===== config.mk =====
export PLATFORM = sky130hd
export DESIGN_NAME = ultrasonic_echo_ranging_top
export DESIGN_NICKNAME = d
export VERILOG_FILES = /design/src/hw/rtl/uer_pkg.sv /design/src/hw/rtl/ultrasonic_echo_ranging_top.sv
export VERILOG_INCLUDE_DIRS = /design/src /design/src/hw/rtl
export SDC_FILE = /design/constraint.sdc
export NUM_CORES = 1
export LEC_CHECK = 0
export BUFFER_PORTS_ARGS = -buffer_cell sky130_fd_sc_hd__buf_2
export CORE_ASPECT_RATIO = 1.4
export CORE_MARGIN = 8
export CORE_UTILIZATION = 39
export CTS_BUF_LIST = sky130_fd_sc_hd__clkbuf_16
export CTS_CLUSTER_DIAMETER = 150
export DETAILED_ROUTE_END_ITERATION = 16
export MAX_ROUTING_LAYER = met4
export PLACE_DENSITY = 0.56
export SLEW_MARGIN = 15
export SYNTH_ARGS = -nofsm -noshare
export SYNTH_HDL_FRONTEND = slang
export SYNTH_SLANG_ARGS = --single-unit

===== constraint.sdc =====
create_clock -name clock -period 15.4 [get_ports clock]
set_input_delay 1.54 -clock clock [delete_from_list [all_inputs] [get_ports clock]]
set_output_delay 1.54 -clock clock [all_outputs]
set_load 0.02 [all_outputs]

===== src/hw/rtl/ultrasonic_echo_ranging_top_assert.svh =====
// assertion macros for the ultrasonic echo ranging block
// no dependencies, included inside module bodies
`ifndef ULTRASONIC_ECHO_RANGING_TOP_ASSERT_SVH
`define ULTRASONIC_ECHO_RANGING_TOP_ASSERT_SVH

// combinational check sampled at every rising edge
`define UER_ASSERT_HOLDS(name, clk, rst, expr, msg) \
   name: assert property (@(posedge clk) disable iff (rst) (expr)) else $error(msg);

// same-cycle implication
`define UER_ASSERT_IMPLIES(name, clk, rst, ante, cons, msg) \
   name: assert property (@(posedge clk) disable iff (rst) (ante) |-> (cons)) \
      else $error(msg);

// next-cycle implication
`define UER_ASSERT_NEXT(name, clk, rst, ante, cons, msg) \
   name: assert property (@(posedge clk) disable iff (rst) (ante) |=> (cons)) \
      else $error(msg);

`endif


===== src/hw/rtl/uer_pkg.sv =====
// types and constants for the ultrasonic echo ranging block
// no dependencies
package uer_pkg;

   localparam int CYCLES_PER_US = 100;
   localparam int US_PER_MS     = 1000;

   localparam int US_PRE_W = (CYCLES_PER_US > 1) ? $clog2(CYCLES_PER_US) : 1;
   localparam int MS_PRE_W = $clog2(US_PER_MS);

   localparam logic [US_PRE_W:0] US_WRAP = (US_PRE_W + 1)'(CYCLES_PER_US);
   localparam logic [MS_PRE_W:0] MS_WRAP = (MS_PRE_W + 1)'(US_PER_MS);

   localparam int PHASE_W = 4;
   localparam logic [PHASE_W-1:0] TRIG_LOW_US = 4'd2;
   localparam logic [PHASE_W-1:0] TRIG_END_US = 4'd12;

   localparam int ECHO_W = 18;
   localparam logic [ECHO_W-1:0] ECHO_US_MAX = {ECHO_W{1'b1}};

   // mm = us * 10 / 58 = (us * 5) / 29, by reciprocal multiply
   localparam int SCALED_W  = ECHO_W + 3;
   localparam int DIV_SHIFT = 26;
   localparam int DIV_MUL_W = 22;
   localparam logic [DIV_MUL_W-1:0] DIV_MUL = 22'd2314099;
   localparam int PROD_W    = SCALED_W + DIV_MUL_W + 1;

   localparam logic [7:0]  MS_SAT        = 8'd255;
   localparam logic [7:0]  TIMEOUT_RESET = 8'd30;
   localparam logic [7:0]  GAP_RESET     = 8'd60;
   localparam logic [15:0] MAX_MM_RESET  = 16'd4000;

   localparam int CSR_ADDR_W = 4;

   typedef enum logic [1:0] {
      CSR_TIMEOUT = 2'd0,
      CSR_GAP     = 2'd1,
      CSR_MAX_MM  = 2'd2
   } csr_index_type;

   typedef enum logic [1:0] {
      MODE_IDLE = 2'b01,
      MODE_BUSY = 2'b10
   } mode_type;

   typedef enum logic [1:0] {
      STATUS_IDLE    = 2'd0,
      STATUS_BUSY    = 2'd1,
      STATUS_DONE    = 2'd2,
      STATUS_TIMEOUT = 2'd3
   } status_type;

   typedef struct packed {
      logic        distance_valid;
      logic [15:0] range_mm;
      logic        start_accepted;
      status_type  status;
      logic        trig;
   } rsp_type;

endpackage


===== src/hw/rtl/ultrasonic_echo_ranging_top.sv =====
// throughput: one transaction per cycle while req_tready is high (skid entry empty)
// a result is registered onto rsp; time base and echo counter advance per transaction
// the two-entry output buffer keeps req_tready high while one result waits
// reset: synchronous, state to idle, gap counter saturated, registers to defaults
// depends on uer_pkg and ultrasonic_echo_ranging_top_assert.svh
module ultrasonic_echo_ranging_top (
   input  logic                            clock,
   input  logic                            reset,
   input  logic                            req_tvalid,
   output logic                            req_tready,
   input  logic [7:0]                      req_tdata,   // start_req, echo_level, zero pad
   output logic                            rsp_tvalid,
   input  logic                            rsp_tready,
   output logic [23:0]                     rsp_tdata,   // trig, status, start_accepted,
                                                        // range_mm, zero pad
   output logic                            rsp_tuser,   // distance_valid
   input  logic                            csr_psel,
   input  logic                            csr_penable,
   input  logic                            csr_pwrite,
   input  logic [uer_pkg::CSR_ADDR_W-1:0]  csr_paddr,
   input  logic [31:0]                     csr_pwdata,
   output logic [31:0]                     csr_prdata,
   output logic                            csr_pready
);
   import uer_pkg::*;
   `include "ultrasonic_echo_ranging_top_assert.svh"

   logic [7:0]  timeout_ff;
   logic [7:0]  gap_ff;
   logic [15:0] max_mm_ff;
   logic        csr_wr;
   logic [1:0]  csr_idx;

   mode_type              mode_ff, mode_in;
   logic [PHASE_W-1:0]    phase_ff, phase_in;
   logic                  prev_echo_ff;
   logic                  rise_seen_ff, rise_seen_in;
   logic [US_PRE_W-1:0]   us_pre_ff, us_pre_in;
   logic [MS_PRE_W-1:0]   ms_pre_ff, ms_pre_in;
   logic [ECHO_W-1:0]     echo_us_ff, echo_us_in;
   logic [7:0]            ms_start_ff, ms_start_in;
   logic [7:0]            ms_done_ff, ms_done_in;
   logic [15:0]           last_mm_ff, last_mm_in;
   logic                  last_valid_ff, last_valid_in;

   logic                  req_acc, rsp_pop;
   logic                  start_req, echo_level;
   logic                  rising, falling;
   logic [US_PRE_W:0]     us_sum;
   logic [MS_PRE_W:0]     ms_sum;
   logic                  us_tick, ms_tick;
   logic [US_PRE_W-1:0]   tb_us;
   logic [MS_PRE_W-1:0]   tb_ms;
   logic [ECHO_W-1:0]     echo_tick;
   logic [SCALED_W-1:0]   scaled;
   logic [PROD_W-1:0]     prod;
   logic [15:0]           mm;
   logic                  start_ok;
   status_type            status;
   logic                  trig;
   rsp_type               rsp_new;

   rsp_type               out_ff, skid_ff;
   logic                  out_valid_ff, skid_valid_ff;

   // configuration port
   assign csr_pready = 1'b1;
   assign csr_wr     = csr_psel & csr_penable & csr_pwrite & csr_pready;
   assign csr_idx    = csr_paddr[CSR_ADDR_W-1:2];

   always_ff @(posedge clock) begin
      if (reset) begin
         timeout_ff <= TIMEOUT_RESET;
         gap_ff     <= GAP_RESET;
         max_mm_ff  <= MAX_MM_RESET;
      end else if (csr_wr) begin
         case (csr_idx)
            CSR_TIMEOUT: timeout_ff <= csr_pwdata[7:0];
            CSR_GAP:     gap_ff     <= csr_pwdata[7:0];
            CSR_MAX_MM:  max_mm_ff  <= csr_pwdata[15:0];
            default: begin
            end
         endcase
      end
   end

   always_comb begin
      case (csr_idx)
         CSR_TIMEOUT: csr_prdata = {24'd0, timeout_ff};
         CSR_GAP:     csr_prdata = {24'd0, gap_ff};
         CSR_MAX_MM:  csr_prdata = {16'd0, max_mm_ff};
         default:     csr_prdata = 32'd0;
      endcase
   end

   // handshake
   assign req_tready = ~skid_valid_ff;
   assign req_acc    = req_tvalid & req_tready;
   assign rsp_pop    = out_valid_ff & rsp_tready;
   assign start_req  = req_tdata[0];
   assign echo_level = req_tdata[1];

   // time base and echo conversion
   always_comb begin
      rising  = echo_level & ~prev_echo_ff;
      falling = ~echo_level & prev_echo_ff;
      us_sum  = {1'b0, us_pre_ff} + (US_PRE_W + 1)'(1);
      ms_sum  = {1'b0, ms_pre_ff} + (MS_PRE_W + 1)'(1);
      us_tick = (us_sum >= US_WRAP);
      ms_tick = us_tick & (ms_sum >= MS_WRAP);
      tb_us   = us_tick ? '0 : us_sum[US_PRE_W-1:0];
      if (!us_tick) begin
         tb_ms = ms_pre_ff;
      end else if (ms_tick) begin
         tb_ms = '0;
      end else begin
         tb_ms = ms_sum[MS_PRE_W-1:0];
      end
      if (us_tick && rise_seen_ff && (echo_us_ff != ECHO_US_MAX)) begin
         echo_tick = echo_us_ff + ECHO_W'(1);
      end else begin
         echo_tick = echo_us_ff;
      end
      scaled = {1'b0, echo_tick, 2'b00} + SCALED_W'(echo_tick);
      prod   = PROD_W'(scaled) * PROD_W'(DIV_MUL);
      mm     = prod[DIV_SHIFT+15:DIV_SHIFT];
   end

   // measurement control
   always_comb begin
      mode_in       = mode_ff;
      phase_in      = phase_ff;
      rise_seen_in  = rise_seen_ff;
      us_pre_in     = tb_us;
      ms_pre_in     = tb_ms;
      echo_us_in    = echo_us_ff;
      ms_start_in   = ms_start_ff;
      ms_done_in    = ms_done_ff;
      last_mm_in    = last_mm_ff;
      last_valid_in = last_valid_ff;
      status        = STATUS_IDLE;
      start_ok      = 1'b0;
      trig          = 1'b0;
      case (mode_ff)
         MODE_IDLE: begin
            if (start_req && (ms_done_ff >= gap_ff)) begin
               start_ok     = 1'b1;
               status       = STATUS_BUSY;
               mode_in      = MODE_BUSY;
               phase_in     = '0;
               rise_seen_in = 1'b0;
               echo_us_in   = '0;
               ms_start_in  = '0;
               us_pre_in    = '0;
               ms_pre_in    = '0;
            end else if (ms_tick && (ms_done_ff != MS_SAT)) begin
               ms_done_in = ms_done_ff + 8'd1;
            end
         end
         MODE_BUSY: begin
            if (us_tick && (phase_ff < TRIG_END_US)) begin
               phase_in = phase_ff + PHASE_W'(1);
            end
            echo_us_in = echo_tick;
            if (ms_tick && (ms_start_ff != MS_SAT)) begin
               ms_start_in = ms_start_ff + 8'd1;
            end
            status = STATUS_BUSY;
            if (rising) begin
               rise_seen_in = 1'b1;
               echo_us_in   = '0;
            end else if (falling && rise_seen_ff) begin
               if ((mm == 16'd0) || (mm > max_mm_ff)) begin
                  last_valid_in = 1'b0;
                  status        = STATUS_TIMEOUT;
               end else begin
                  last_mm_in    = mm;
                  last_valid_in = 1'b1;
                  status        = STATUS_DONE;
               end
            end
            if ((status == STATUS_BUSY) && (ms_start_in >= timeout_ff)) begin
               last_valid_in = 1'b0;
               status        = STATUS_TIMEOUT;
            end
            if (status != STATUS_BUSY) begin
               mode_in      = MODE_IDLE;
               rise_seen_in = 1'b0;
               ms_done_in   = '0;
               us_pre_in    = '0;
               ms_pre_in    = '0;
            end
            trig = (status == STATUS_BUSY) && (phase_in >= TRIG_LOW_US) &&
                   (phase_in < TRIG_END_US);
         end
         default: begin
            mode_in = MODE_IDLE;
         end
      endcase
      rsp_new.trig           = trig;
      rsp_new.status         = status;
      rsp_new.start_accepted = start_ok;
      rsp_new.range_mm       = last_mm_in;
      rsp_new.distance_valid = last_valid_in;
   end

   always_ff @(posedge clock) begin
      if (reset) begin
         mode_ff       <= MODE_IDLE;
         phase_ff      <= '0;
         prev_echo_ff  <= 1'b0;
         rise_seen_ff  <= 1'b0;
         us_pre_ff     <= '0;
         ms_pre_ff     <= '0;
         echo_us_ff    <= '0;
         ms_start_ff   <= '0;
         ms_done_ff    <= MS_SAT;
         last_mm_ff    <= '0;
         last_valid_ff <= 1'b0;
      end else if (req_acc) begin
         mode_ff       <= mode_in;
         phase_ff      <= phase_in;
         prev_echo_ff  <= echo_level;
         rise_seen_ff  <= rise_seen_in;
         us_pre_ff     <= us_pre_in;
         ms_pre_ff     <= ms_pre_in;
         echo_us_ff    <= echo_us_in;
         ms_start_ff   <= ms_start_in;
         ms_done_ff    <= ms_done_in;
         last_mm_ff    <= last_mm_in;
         last_valid_ff <= last_valid_in;
      end
   end

   // output register with skid entry
   always_ff @(posedge clock) begin
      if (reset) begin
         out_valid_ff  <= 1'b0;
         skid_valid_ff <= 1'b0;
      end else if (!out_valid_ff || rsp_pop) begin
         out_valid_ff  <= req_acc | skid_valid_ff;
         skid_valid_ff <= 1'b0;
      end else if (req_acc) begin
         skid_valid_ff <= 1'b1;
      end
   end

   always_ff @(posedge clock) begin
      if (!out_valid_ff || rsp_pop) begin
         out_ff <= skid_valid_ff ? skid_ff : rsp_new;
      end else if (req_acc) begin
         skid_ff <= rsp_new;
      end
   end

   assign rsp_tvalid = out_valid_ff;
   assign rsp_tdata  = {4'd0, out_ff.range_mm, out_ff.start_accepted,
                        out_ff.status, out_ff.trig};
   assign rsp_tuser  = out_ff.distance_valid;

   `UER_ASSERT_IMPLIES(a_skid_behind_out, clock, reset, skid_valid_ff, out_valid_ff,
      "skid entry held while output register empty")
   `UER_ASSERT_NEXT(a_start_enters_busy, clock, reset, req_acc && start_ok,
      mode_ff == MODE_BUSY, "accepted start did not enter busy")
   `UER_ASSERT_IMPLIES(a_trig_only_busy, clock, reset, out_valid_ff && out_ff.trig,
      out_ff.status == STATUS_BUSY, "trigger driven outside a busy result")
   `UER_ASSERT_IMPLIES(a_done_is_valid, clock, reset,
      out_valid_ff && (out_ff.status == STATUS_DONE), out_ff.distance_valid,
      "done result without valid distance")
   `UER_ASSERT_IMPLIES(a_idle_no_rise, clock, reset, mode_ff == MODE_IDLE, !rise_seen_ff,
      "echo rise flag left set while idle")
   `UER_ASSERT_HOLDS(a_prescale_range, clock, reset, {1'b0, us_pre_ff} < US_WRAP,
      "microsecond prescaler out of range")

endmodule


==> Word level (Yosys, flattened, before mapping) <==
Cells that the tools add are included.
{ "word_totals": {"reg_bits": 152, "latch_bits": 0, "ram_bits": 0, "rom_bits": 0, "input_bits": 51, "out_inout_bits": 60, "word_cells": 148, "memories": 0} }
{ "classes": {"n_addsub": 7, "multipliers": 1, "div": 0, "magnitude_cmp": 8, "n_eq_ne": 15, "n_shift": 0, "n_mux": 54, "bitwise": 12, "n_reduce_logical": 25} }
{ "op_table": {"columns": ["op", "n"], "rows": [
  ["$mux W16", 4],
  ["$mux W18", 3],
  ["$mux W8", 6],
  ["$pmux W16 S3", 1],
  ["$mul A21 B22 Y42 const B", 1],
  ["$mux W10", 4],
  ["$pmux W18 S2", 1],
  ["$pmux W8 S2", 2],
  ["$add A20 B18 Y21", 1],
  ["$mux W21", 1],
  ["$mux W7", 3],
  ["$pmux W10 S2", 1],
  ["$add A18 B1 Y18 const B", 1],
  ["$ne A18 B18 Y1 const B", 1],
  ["$add A8 B1 Y8 const B", 2],
  ["$ge A8 B8 Y1", 2],
  ["$gt A16 B16 Y1", 1],
  ["$logic_not A16 Y1", 1],
  ["$ne A8 B8 Y1 const B", 2],
  ["$mux W2", 7],
  ["$pmux W7 S2", 1],
  ["$mux W1", 13],
  ["$mux W4", 3],
  ["$add A10 B1 Y11 const B", 1],
  ["27 further kinds", 59]
]} }

==> Logic depth before layout (Yosys ltp) <==
Gate-level depths: netlist of run 1.
{ "logic_depth": {"depth_word": 22, "depth_mapped": 61, "ltp_nobuf": 59} }

==> Least setup slack after synthesis of run 1 <==
Ideal clock, no wire load.
{ "synth_path": {"path_type": "register to register", "from": "register us_pre_ff[0]", "to": "register skid_ff[10] (netlist name), data pin", "setup_ns": 0.260, "t_arrival_ns": 13.504, "required_time_ns": 15.140, "path_slack_ns": 1.636, "stages_incl_launch_ff": 56, "path_buffers": 3, "synth_period_minus_slack_ns": 13.764, "cell_sequence": "dfxtp_1 ha_1 and4_1 nand4b_2 a21oi_2 mux2i_1 inv_1 ha_1 a21oi_1 o21ai_0 nand3_1 o221ai_1 a2111oi_0 a221oi_1 a211o_1 a21oi_1 o21ai_0 a21oi_1 [20 not listed] xor2_1 nor3_1 nor2_1 inv_1 ha_1 and4_1 and2_1 and3_1 nand3_1 a211o_1 nand4_1 nor4_2 nor2_1 a31o_1 or3_1 buf_4 buf_8 mux2_4"} }
{ "synth_via": {"elab_chain_cells": 13, "word_cells_on_any_way": 14, "classes_between": "2 x add/sub; 1 x mul; 2 x order compare; 5 x mux; 4 x reduce/logical"} }
{ "synth_lines": {"columns": ["element", "line_no", "source"], "rows": [
  ["start: declaration", "ultrasonic_echo_ranging_top.sv:38", "logic [US_PRE_W-1:0] us_pre_ff, us_pre_in;"],
  ["start signal: assignment", "ultrasonic_echo_ranging_top.sv:225", "us_pre_ff <= us_pre_in;"],
  ["$add A7 B1 Y8 *", "ultrasonic_echo_ranging_top.sv:107", "us_sum = {1'b0, us_pre_ff} + (US_PRE_W + 1)'(1);"],
  ["$ge A8 B7 Y1 *", "ultrasonic_echo_ranging_top.sv:109", "us_tick = (us_sum >= US_WRAP);"],
  ["$logic_and A1 B1 Y1 * (2 in a row)", "ultrasonic_echo_ranging_top.sv:119", "if (us_tick && rise_seen_ff && (echo_us_ff != ECHO_US_MAX)) begin"],
  ["$mux W18 *", "ultrasonic_echo_ranging_top.sv:119", null],
  ["$add A20 B18 Y21 *", "ultrasonic_echo_ranging_top.sv:124", "scaled = {1'b0, echo_tick, 2'b00} + SCALED_W'(echo_tick);"],
  ["$mul A21 B22 Y42 *", "ultrasonic_echo_ranging_top.sv:125", "prod = PROD_W'(scaled) * PROD_W'(DIV_MUL);"],
  ["$gt A16 B16 Y1 or $logic_not A16 Y1 (tied branches)", "ultrasonic_echo_ranging_top.sv:173", "if ((mm == 16'd0) || (mm > max_mm_ff)) begin"],
  ["$logic_or A1 B1 Y1", "ultrasonic_echo_ranging_top.sv:173", null],
  ["$mux W16 *", "ultrasonic_echo_ranging_top.sv:173", null],
  ["$mux W16 *", "ultrasonic_echo_ranging_top.sv:172", "end else if (falling && rise_seen_ff) begin"],
  ["$mux W16 *", "ultrasonic_echo_ranging_top.sv:169", "if (rising) begin"],
  ["$mux W16 *", "ultrasonic_echo_ranging_top.sv:144", "case (mode_ff)"],
  ["net last_mm_in[6]", "ultrasonic_echo_ranging_top.sv:43", "logic [15:0] last_mm_ff, last_mm_in;"],
  ["end signal: assignment", "ultrasonic_echo_ranging_top.sv:252", "skid_ff <= rsp_new;"],
  ["end: declaration", "ultrasonic_echo_ranging_top.sv:63", "rsp_type out_ff, skid_ff;"]
]} }
Mark *: on every way through the listed nets, which the timed path passes. The rest lies on a longest branch.
A chain may end at the register's enable or synchronous reset.

==> Final worst setup path of run 1 <==
{ "layout_path": {"from": "register echo_us_ff[1]", "to": "register skid_ff[18] (netlist name), data pin"} }
{ "layout_via": {"elab_chain_cells": 11, "word_cells_on_any_way": 13, "classes_between": "2 x add/sub; 1 x mul; 1 x order compare; 1 x eq/ne; 5 x mux; 3 x reduce/logical"} }
{ "layout_lines": {"columns": ["element", "line_no", "source"], "rows": [
  ["start: declaration", "ultrasonic_echo_ranging_top.sv:40", "logic [ECHO_W-1:0] echo_us_ff, echo_us_in;"],
  ["start signal: assignment", "ultrasonic_echo_ranging_top.sv:227", "echo_us_ff <= echo_us_in;"],
  ["branches (longest 2 deep; another with $add A18 B1 Y18)", null, null],
  ["$mux W18 *", "ultrasonic_echo_ranging_top.sv:119", null],
  ["$add A20 B18 Y21 *", "ultrasonic_echo_ranging_top.sv:124", null],
  ["$mul A21 B22 Y42 *", "ultrasonic_echo_ranging_top.sv:125", null],
  ["$gt A16 B16 Y1 or $logic_not A16 Y1 (tied branches)", "ultrasonic_echo_ranging_top.sv:173", null],
  ["$logic_or A1 B1 Y1", "ultrasonic_echo_ranging_top.sv:173", null],
  ["$mux W16 *", "ultrasonic_echo_ranging_top.sv:173", null],
  ["$mux W16 *", "ultrasonic_echo_ranging_top.sv:172", null],
  ["$mux W16 *", "ultrasonic_echo_ranging_top.sv:169", null],
  ["$mux W16 *", "ultrasonic_echo_ranging_top.sv:144", null],
  ["net last_mm_in[14]", "ultrasonic_echo_ranging_top.sv:43", null]
]} }
Mark *: on every way through the listed nets, which the timed path passes.

==> results of run 1 <==
[metal layers]
| metal | vias up | GRT usage | wire (µm) |
|---|---|---|---|
| met1 | 6959 | 0.2078 | 19300 |
| li1 | 6925 | - | - |
| met2 | 279 | 0.3439 | 25470 |
| met5 | - | - | 0 |
| met4 | 0 | 0.08599 | 2116 |
| met3 | 97 | 0.01864 | 1409 |
[logic make-up (layout without fill, tap and decap cells)]
| kind of cell | Yosys count | after routing | synth area share |
|---|---|---|---|
| mux | 61 | 61 | 0.03692 |
| simple gates | 496 | 496 | 0.1357 |
| other cells | 2 | 21 | 0.0004119 |
| fa+ha+maj | 432 | 432 | 0.3680 |
| compound gates | 381 | 381 | 0.1434 |
| buf+inv | 447 | 512 | 0.09876 |
| xor+xnor | 55 | 55 | 0.02683 |
| flops | 152 | 152 | 0.1900 |
[final timing paths]
path                                    from                   endpoint  slack [ns]  cells past startpoint
hold / removal     prev_echo_ff$_SDFFE_PP0P_  prev_echo_ff$_SDFFE_PP0P_        0.47                      2
setup reg to reg  echo_us_ff[1]$_SDFFE_PP0P_      skid_ff[18]$_DFFE_PP_        0.79                     56
hold reg to reg    prev_echo_ff$_SDFFE_PP0P_  prev_echo_ff$_SDFFE_PP0P_        0.47                      2
setup / recovery  echo_us_ff[1]$_SDFFE_PP0P_      skid_ff[18]$_DFFE_PP_        0.79                     56
[stage by stage]
stage	setup TNS, ns	std cells	hold WS [ns]	setup WS, ns	area [µm²]
4_1_cts	0	2719	0.4765	0.1722	20000
6_report	0	2727	0.4724	0.7927	20160
2_1_floorplan	0	2045	0.4443	1.636	18300
3_5_place_dp	0	2687	0.4668	0.2538	19320
5_1_grt	-0.04949	2727	0.4947	-0.03008	20160
3_3_place_gp	0	2687	0.4545	0.4161	19320
[Yosys cell counts, drive strengths merged, types with 34 or more instances]
cell type and instances:
inv 359, ha 257, fa 174, nand2 165, a21oi 113, dfxtp 110, nor2 102, o21ai 81
clkbuf 49, mux2i 44, nand3 43, edfxtp 42, buf 38, xnor2 35, nor3 34
[power by group through the flow]
stage	logic [µW]	clock network, µW	registers, µW
after detailed placement	78.5	0	433
after global placement	77.5	0	432
final	78.3	485	424
after CTS	78.9	497	424
after floorplan	49.4	0	437
after global routing	86.0	510	425
[final cells by class]
type | instances | area [µm²]
sequential | 152 | 3467
timing repair buffer | 120 | 750.7
fill | 4582 | 25920
inverter | 360 | 1351
clock buffer | 17 | 425.4
tap | 617 | 772.0
clock inverter | 15 | 249.0
multi-input combinational | 1446 | 13150
[state kept, by name, summed over array words and instances, names as in the netlist]
signal,count
gap_ff,8
last_mm_ff,16
mode_ff,2
timeout_ff,8
skid_ff,21
phase_ff,4
prev_echo_ff,1
ms_start_ff,8
rsp_tuser,1
last_valid_ff,1
rise_seen_ff,1
max_mm_ff,16
skid_valid_ff,1
us_pre_ff,7
echo_us_ff,18
ms_done_ff,8
rsp_tvalid,1
rsp_tdata,20
ms_pre_ff,10
[what timing repair did]
item / 4_1_cts / 5_1_grt
endpoints found under the setup margin: 0 / 53
resized for setup: 0 / 23
buffers inserted: 0 / 8
[tightest hold or removal path, stage by stage (launching register included)]
cell and delay, ns:
dfxtp_1 0.32, nand2_1 0.05, a21oi_1 0.06
==> impl_summary.log, run 1 <==
[metrics] top-level I/O count: about 110
[metrics] number of antenna cells inserted: 0
[metrics] signal arrival time at the worst endpoint: 14.79 ns
[metrics] number of global-route vias before repair: between 15000 and 20000
[metrics] Longest Clk Path Bufs: 2
[metrics] Die X: a little under 200 µm
[metrics] Max transition margin: 0.2958
[metrics] detailed-route wire length per cell: 17.71 µm
[metrics] final critical-path required period: about 15 ns
[metrics] routability-driven placement congestion ratio: roughly 0.96
[metrics] switch share: 0.2437
[metrics] floorplan row count: 93
[metrics] combined area of all synthesized cells: ~18000 µm²
[metrics] root buffer cell: clkbuf_16
[metrics] data required time at the worst endpoint: 15.58 ns
[metrics] Final setup viols: 0
[metrics] All-Layer GR Usage: 0.1903
[metrics] share of cells above drive strength 1: 0.1109
[metrics] number of H-tree levels: 4
[metrics] proportion of synthesized flip-flops having asynchronous set or reset: 0
[metrics] largest area contributor in the synthesized netlist: fa_1
[metrics] number of synthesized flops with an enable pin: 42
[metrics] portion of the clock cycle consumed by the worst path in the final layout: 0.9485
[metrics] most frequent cells in the layout: inv_1 (360), ha_1 (255), fa_1 (173)
[metrics] sequential group share of total power: 0.429
[metrics] remaining global-route overflow: 0
[metrics] result of the run: finished, final reports clean
[metrics] leading post-synthesis cells by cell area: fa_1 (19%), ha_1 (18%), dfxtp_1 (12%), inv_1 (7.4%), edfxtp_1 (6.9%)
[metrics] Net Sw Power: 240.7 µW
[metrics] post-CTS clock slew at the launch and capture registers of the worst setup and hold paths: roughly 0.070 ns
[metrics] count of hold buffers inserted by post-cts repair: 0
[metrics] slew at the pin closest to its max-slew limit: approximately 1.0 ns
[metrics] die area: 54020 µm²
[metrics] Area Overhead vs Synth: 10.60%
[metrics] cell repeated most along the worst path: inv_1
[metrics] Post-Synthesis Mean Instance Area: roughly 9 µm²
[metrics] worst setup path category: reg2reg
[metrics] slowest cell on the critical path: fa_1
[metrics] synthesized instance count: just over 2000
[metrics] vias per cell: around 5.2
[metrics] critical path endpoint category: flop
[metrics] largest net degree at the start of global routing: 80
[metrics] buffer and inverter count on the worst path: 9
[metrics] Synth Warn #: 0
[metrics] Util after Layout: 0.4376
[metrics] Detail Route Antenna Nets: 0
[metrics] sequential-to-total area share from yosys stat: 0.1900
[metrics] height of the chip: 271.8 µm
[metrics] TritonCTS clock tree: yes
[metrics] clock share of power: 0.491
[metrics] half-perimeter wire length of the detailed placement result: between 30000 and 40000 µm
[metrics] clock skew after layout: 0.007400 ns
[metrics] insertion delay of the later-clocked pin in the worst-skew pair: around 0.44 ns
[metrics] nets@finish: about 2600
[metrics] DRC violation count after routing: 0
[metrics] Routed WL: 48300 µm
[metrics] Cell variety after synth: 96
[metrics] area fraction of the dominant cell type after synthesis: 0.1911
[metrics] #FFs+latches synth: 152
[metrics] total power density per cell area: 48.98 nW/µm²
[metrics] Final Hold Vio Count: 0
[metrics] dominant synthesized flop cell: dfxtp_1
[metrics] static power due to leakage: 0.01006 µW
[metrics] number of sinks driven by the clock tree: between 150 and 200
[metrics] internal power contribution: 746.9 µW
[metrics] antenna violations before repair: 0
[metrics] initial standard-cell utilization of the core: 0.3957
[metrics] first-pass GRT wire length: 79380 µm
[metrics] commonest non-fill, non-tap cell in the layout: inv_1
[metrics] fin. max-slew vios: 0
[metrics] total power of the final layout: 987.7 µW
[metrics] core area: 46080 µm²
[metrics] worst voltage drop across the vdd grid: slightly below 0.08 mV
[metrics] number of design-rule violations left by the first detailed-router iteration: between 600 and 700
[metrics] critical path fanouts, max: 27
[metrics] combinational share of power: 0.079
[metrics] kind of launch point of the worst setup path: flop
[metrics] number of I/O port buffers: 65
[metrics] First-pass DRT Iterations: 5
[metrics] number of violations of the max-capacitance limit: 0
[metrics] TritonCTS buffer count: 17
[metrics] highest clock frequency the design can meet: between 0.06 and 0.07 GHz
[metrics] maximum cell stage delay along the critical path: about 0.56 ns
[metrics] class of the worst hold path: reg2reg
[metrics] vias after detailed routing: 14260
[metrics] crit-path leading delay family: adder cells
Power figures use the tool's default switching activity.
==> run 2: changes to the inputs <==
==> constraint.sdc (replaced) <==
create_clock -name clock -period 16.5 [get_ports clock]
set_input_delay 1.65 -clock clock [delete_from_list [all_inputs] [get_ports clock]]
set_output_delay 1.65 -clock clock [all_outputs]
set_load 0.02 [all_outputs]
==> impl_summary.log, run 2 (synthesis gave the netlist of run 1 again) <==
[metrics] number of sinks driven by the clock tree: 152 (unchanged)
[metrics] number of I/O port buffers: 65 (unchanged)
[metrics] Longest Clk Path Bufs: 2 (unchanged)
[metrics] portion of the clock cycle consumed by the worst path in the final layout: 0.9528 (+0.004224)
[metrics] data required time at the worst endpoint: 16.68 ns (+1.10 ns)
[metrics] routed metal-1 wirelength: 18980 µm (-1.7%)
[metrics] setup tns final: 0 ns (unchanged)
[metrics] highest layer used for signal routing: met4
[metrics] Detail Route Antenna Nets: 0 (unchanged)
[metrics] die area: 54020 µm² (unchanged)
[metrics] cell repeated most along the worst path: fa_1
[metrics] maximum cell stage delay along the critical path: 0.58 ns (+0.02 ns)
[metrics] commonest non-fill, non-tap cell in the layout: inv_1
[metrics] All-Layer GR Usage: 0.1876 (-0.002710)
[metrics] floorplan row count: 93 (unchanged)
[metrics] fin. max-slew vios: 0 (unchanged)
[metrics] vias per cell: 5.245 (+0.31%)
[metrics] remaining global-route overflow: 0 (unchanged)
[metrics] met3 routed wirelength: 1692 µm (+20%)
[metrics] height of the chip: 271.8 µm (unchanged)
[metrics] nets@finish: 2553 (-1.0%)
[metrics] share of cells above drive strength 1: 0.09213 (-0.01877)
[metrics] number of design-rule violations left by the first detailed-router iteration: 615 (-6.7%)
[metrics] first-pass GRT wire length: 77960 µm (-1.8%)
[metrics] most frequent cells in the layout: inv_1 (361), ha_1 (257), fa_1 (174)
[metrics] number of global-route vias before repair: 14840 (-1.7%)
[metrics] kind of launch point of the worst setup path: flop
[metrics] slew at the pin closest to its max-slew limit: 1.073 ns (+0.04356 ns)
[metrics] number of flip-flops in the largest register: 21 (unchanged)
[metrics] worst voltage drop across the vdd grid: 0.06930 mV (-12%)
[metrics] static power due to leakage: 0.009870 µW (-1.8%)
[metrics] highest clock frequency the design can meet: 0.06361 GHz (-7.1%)
[metrics] insertion delay of the later-clocked pin in the worst-skew pair: 0.44 ns (about the same)
[metrics] clock skew after layout: 0.01467 ns (+0.007270 ns)
[metrics] setup repair after global routing missed its margin: no
[metrics] worst setup path category: reg2reg
[metrics] initial standard-cell utilization of the core: 0.3957 (unchanged)
[metrics] total power density per cell area: 43.15 nW/µm² (-12%)
[metrics] result of the run: finished, final reports clean
[metrics] detailed-route wire length per cell: 17.74 µm (+0.15%)
[metrics] vias after detailed routing: 14170 (-0.65%)
[metrics] Final setup viols: 0 (unchanged)
[metrics] TritonCTS buffer count: 17 (unchanged)
[metrics] number of violations of the max-capacitance limit: 0 (unchanged)
[metrics] Most flops, register: skid_ff
[metrics] top-level I/O count: 111 (unchanged)
[metrics] total power of the final layout: 853.0 µW (-14%)
[metrics] Detail Route met2 WL: 24840 µm (-2.5%)
[metrics] Area Overhead vs Synth: 8.435%
[metrics] core area: 46080 µm² (unchanged)
[metrics] number of H-tree levels: 4 (unchanged)
[metrics] final critical-path required period: 15.72 ns (+1.113 ns)
[metrics] post-CTS clock slew at the launch and capture registers of the worst setup and hold paths: 0.06 ns (about the same)
[metrics] slowest cell on the critical path: fa_1
[metrics] DRC violation count after routing: 0 (unchanged)
[metrics] TritonCTS clock tree: yes
[metrics] Final Hold Vio Count: 0 (unchanged)
[metrics] Max transition margin: 0.2790 (-0.01680)
[metrics] signal arrival time at the worst endpoint: 15.90 ns (+1.11 ns)
[metrics] Die X: 198.7 µm (unchanged)
[metrics] First-pass DRT Iterations: 5 (unchanged)
[metrics] count of hold buffers inserted by post-cts repair: 0 (unchanged)
[metrics] antenna violations before repair: 0 (unchanged)
[metrics] half-perimeter wire length of the detailed placement result: 39010 µm (-2.2%)
[metrics] critical path endpoint category: flop
[metrics] Routed WL: 47910 µm (-0.81%)
[metrics] critical path fanouts, max: 31 (+15%)
[metrics] largest net degree at the start of global routing: 80 (unchanged)
[metrics] class of the worst hold path: reg2reg
[metrics] routability-driven placement congestion ratio: 0.9295 (-3.6%)
[metrics] root buffer cell: clkbuf_16
[metrics] number of antenna cells inserted: 0 (unchanged)
-- run 2: cell count changes in the layout (fill, tap and decap cells not counted), sizes merged --
| cell | before | now |
|---|---|---|
| buf | 120 | 94 |
| bufinv | 6 | 2 |
| clkinv | 4 | 8 |
-- run 2: routing by layer --
metal  track usage  vias to the layer above
met5             -                        -
met1        0.2037                     6879
met2        0.3357                      313
met3       0.02098                       95
li1              -                     6881
met4       0.09048                        0
-- run 2: path summary, 6_finish.rpt --
| check | start | to | slack [ns] | cells past startpoint |
|---|---|---|---|---|
| worst max register to register | us_pre_ff[0]$_SDFFE_PP0P_ | skid_ff[18]$_DFFE_PP_ | 0.78 | 53 |
| worst min register to register | last_mm_ff[14]$_SDFFE_PP0P_ | last_mm_ff[14]$_SDFFE_PP0P_ | 0.47 | 2 |
| worst min-delay path | last_mm_ff[14]$_SDFFE_PP0P_ | last_mm_ff[14]$_SDFFE_PP0P_ | 0.47 | 2 |
| worst max-delay path | us_pre_ff[0]$_SDFFE_PP0P_ | skid_ff[18]$_DFFE_PP_ | 0.78 | 53 |
-- run 2: layout make-up --
class / count / area, µm²
timing repair buffer: 94 / 543.0
tap: 617 / 772.0
clock buffer: 17 / 425.4
fill: 4630 / 26310
clock inverter: 15 / 136.4
sequential: 152 / 3465
multi-input combinational: 1446 / 13080
inverter: 360 / 1351
-- run 2: worst max-delay path: cells and delay by family, from the launching register on --
kind | cells | cell delay (ns)
XOR/XNOR | 1 | 0.27
multiplexers | 3 | 0.98
adder cells (fa/ha/maj) | 11 | 4.95
AND/OR/NAND/NOR | 17 | 3.78
flip-flops | 1 | 0.44
AO/OA/AOI/OAI | 16 | 4.26
buffers and inverters | 5 | 0.75
-- run 2: repair_timing --
action,4_1_cts,5_1_grt
setup buffers,0,2
setup endpoints to repair,0,31
resized for setup,0,5
-- run 2: stage by stage --
stage                     instance area, µm²  cells    util  setup WS (ns)  hold WS (ns)
after floorplan                        18300   2045       -          2.736        0.4443
after global placement                 19160   2667  0.4158         0.8725        0.4541
after detailed placement               19160   2667  0.4158         0.6956        0.4619
after CTS                              19720   2699  0.4280         0.5681        0.4722
after global routing                   19770   2701  0.4290        0.03096        0.4923
final                                  19770   2701  0.4290         0.7796        0.4702
-- run 2: report_power, final --
group / total [µW] / switching (µW) / internal (µW) / leakage [µW]
logic: 73.0 / 52.1 / 21.0 / 0.00828
clock network: 384 / 164 / 220 / 0.000281
registers: 395 / 4.39 / 391 / 0.00131
==> run 3: changes to the inputs <==
--- a/config.mk
+++ b/config.mk
@@ -15,7 +15,6 @@
 export DETAILED_ROUTE_END_ITERATION = 16
 export MAX_ROUTING_LAYER = met4
 export PLACE_DENSITY = 0.56
-export SLEW_MARGIN = 15
 export SYNTH_ARGS = -nofsm -noshare
 export SYNTH_HDL_FRONTEND = slang
 export SYNTH_SLANG_ARGS = --single-unit
==> constraint.sdc (replaced) <==
create_clock -name clock -period 16.5 [get_ports clock]
set_input_delay 0.825 -clock clock [delete_from_list [all_inputs] [get_ports clock]]
set_output_delay 0.825 -clock clock [all_outputs]
set_load 0.02 [all_outputs]
==> impl_summary.log, run 3 (synthesis gave the netlist of run 1 again) <==
[metrics] floorplan row count: 93 (unchanged)
[metrics] largest net degree at the start of global routing: 63 (-21%)
[metrics] DRC violation count after routing: 0 (unchanged)
[metrics] clock skew after layout: 0.01126 ns (-0.003412 ns)
[metrics] commonest non-fill, non-tap cell in the layout: inv_1
[metrics] slowest cell on the critical path: fa_1
[metrics] Max transition margin: 0.1623 (-0.1167)
[metrics] number of sinks driven by the clock tree: 152 (unchanged)
[metrics] Util after Layout: 0.4311 (+0.002091)
[metrics] setup tns final: 0 ns (unchanged)
[metrics] Routed WL: 48030 µm (+0.25%)
[metrics] First-pass DRT Iterations: 7 (+2)
[metrics] slew at the pin closest to its max-slew limit: 1.251 ns (+0.1778 ns)
[metrics] worst setup path category: reg2reg
[metrics] maximum cell stage delay along the critical path: 0.55 ns (-0.03 ns)
[metrics] All-Layer GR Usage: 0.1876 (about the same)
[metrics] number of design-rule violations left by the first detailed-router iteration: 577 (-6.2%)
[metrics] vias per cell: 5.253 (+0.14%)
[metrics] remaining global-route overflow: 0 (unchanged)
[metrics] total placed cells including tap cells: 2665 (-0.075%)
[metrics] die area: 54020 µm² (unchanged)
[metrics] fin. max-slew vios: 0 (unchanged)
[metrics] number of flip-flops in the largest register: 21 (unchanged)
[metrics] cell repeated most along the worst path: fa_1
[metrics] core area: 46080 µm² (unchanged)
[metrics] Longest Clk Path Bufs: 2 (unchanged)
[metrics] result of the run: finished, final reports clean
[metrics] number of violations of the max-capacitance limit: 0 (unchanged)
[metrics] Die X: 198.7 µm (unchanged)
[metrics] Area Overhead vs Synth: 8.963%
[metrics] Final Hold Vio Count: 0 (unchanged)
[metrics] nets@finish: 2555 (+0.078%)
[metrics] critical path endpoint category: flop
[metrics] post-CTS clock slew at the launch and capture registers of the worst setup and hold paths: 0.06 ns (about the same)
[metrics] post-place instance area: 19150 µm² (about the same)
[metrics] Final setup viols: 0 (unchanged)
[metrics] fin cells: 2703 (+0.074%)
[metrics] number of antenna cells inserted: 0 (unchanged)
[metrics] most frequent cells in the layout: inv_1 (361), ha_1 (257), fa_1 (174)
[metrics] portion of the clock cycle consumed by the worst path in the final layout: 0.9291 (-0.02369)
[metrics] insertion delay of the later-clocked pin in the worst-skew pair: 0.43 ns (about the same)
[metrics] share of cells above drive strength 1: 0.09492 (+0.002788)
[metrics] routability-driven placement congestion ratio: 0.9181 (-1.2%)
[metrics] static power due to leakage: 0.009911 µW (+0.42%)
[metrics] worst voltage drop across the vdd grid: 0.07444 mV (+7.4%)
[metrics] antenna violations before repair: 1 (+1)
[metrics] vias after detailed routing: 14200 (+0.22%)
[metrics] root buffer cell: clkbuf_16
[metrics] Detail Route Antenna Nets: 0 (unchanged)
[metrics] total power density per cell area: 44.54 nW/µm² (+3.2%)
[metrics] top-level I/O count: 111 (unchanged)
[metrics] first-pass GRT wire length: 78190 µm (+0.29%)
[metrics] finished layout cell area: 19870 µm² (+0.49%)
[metrics] detailed-route wire length per cell: 17.77 µm (+0.17%)
[metrics] number of I/O port buffers: 65 (unchanged)
[metrics] number of H-tree levels: 4 (unchanged)
[metrics] setup repair after global routing missed its margin: no
[metrics] Most flops, register: skid_ff
[metrics] highest clock frequency the design can meet: 0.06523 GHz (+2.5%)
[metrics] initial standard-cell utilization of the core: 0.3957 (unchanged)
[metrics] kind of launch point of the worst setup path: flop
[metrics] class of the worst hold path: reg2reg
[metrics] critical path fanouts, max: 31 (unchanged)
[metrics] TritonCTS buffer count: 17 (unchanged)
[metrics] count of hold buffers inserted by post-cts repair: 0 (unchanged)
[metrics] total of fill cells in the finished design: 4662 (+0.69%)
[metrics] signal arrival time at the worst endpoint: 15.50 ns (-0.40 ns)
[metrics] number of global-route vias before repair: 14790 (-0.31%)
[metrics] final critical-path required period: 15.33 ns (-0.3909 ns)
[metrics] half-perimeter wire length of the detailed placement result: 39260 µm (+0.65%)
[metrics] TritonCTS clock tree: yes
[metrics] data required time at the worst endpoint: 16.67 ns (about the same)
[metrics] final hold slack: 0.4716 ns (+0.001408 ns)
[metrics] height of the chip: 271.8 µm (unchanged)
-- run 3: layout make-up --
type                            instances  area [µm²]  area share
Clock inverter                         13       148.9    0.007495
Tap cell                              617       772.0     0.03886
Timing Repair Buffer                   96       558.0     0.02809
Multi-Input combinational cell       1446       13090      0.6591
Clock buffer                           19       475.5     0.02393
Sequential cell                       152        3466      0.1745
Inverter                              360        1351     0.06802
-- run 3: layer usage --
metal,GRT usage,vias up,part of all wire
met4,0.08364,0,0.042
li1,-,6882,-
met2,0.3380,257,0.53
met3,0.01950,92,0.032
met1,0.2055,6968,0.40
met5,-,-,0
-- run 3: worst max-delay path, delay by kind of cell (launching register included) --
kind                       cells  cell delay, ns
DFF                            1            0.37
AOI/OAI and AO/OA             20            4.72
buffers and inverters          6            0.81
xor gates and xnor gates       2            0.47
muxes                          2            0.60
adders and majority gates     11            4.88
and+or+nand+nor               14            3.18
-- run 3: path summary, 6_finish.rpt --
kind                            cells past startpoint  slack [ns]                       from                         to
worst min-delay path                                2        0.47  prev_echo_ff$_SDFFE_PP0P_  prev_echo_ff$_SDFFE_PP0P_
worst max register to register                     55        1.17  us_pre_ff[0]$_SDFFE_PP0P_       skid_ff[9]$_DFFE_PP_
worst max-delay path                               55        1.17  us_pre_ff[0]$_SDFFE_PP0P_       skid_ff[9]$_DFFE_PP_
worst min register to register                      2        0.47  prev_echo_ff$_SDFFE_PP0P_  prev_echo_ff$_SDFFE_PP0P_
-- run 3: power breakdown --
| part | switching (µW) | leakage, µW | internal [µW] |
|---|---|---|---|
| registers | 4.46 | 0.00131 | 391 |
| clock network | 163 | 0.000309 | 254 |
| logic | 51.4 | 0.00830 | 20.8 |
| total | 219 | 0.00991 | 666 |
-- run 3: timing repair --
item / 4_1_cts / 5_1_grt
buffers inserted: 0 / 6
endpoints found under the setup margin: 0 / 49
resized for setup: 0 / 10
-- run 3: stage by stage --
step	total power, µW	setup WS, ns
after floorplan	453.8	2.736
after global placement	475.8	0.9203
after detailed placement	476.4	0.6988
after CTS	892.9	0.6075
after global routing	913.3	0.01160
final	884.7	1.170
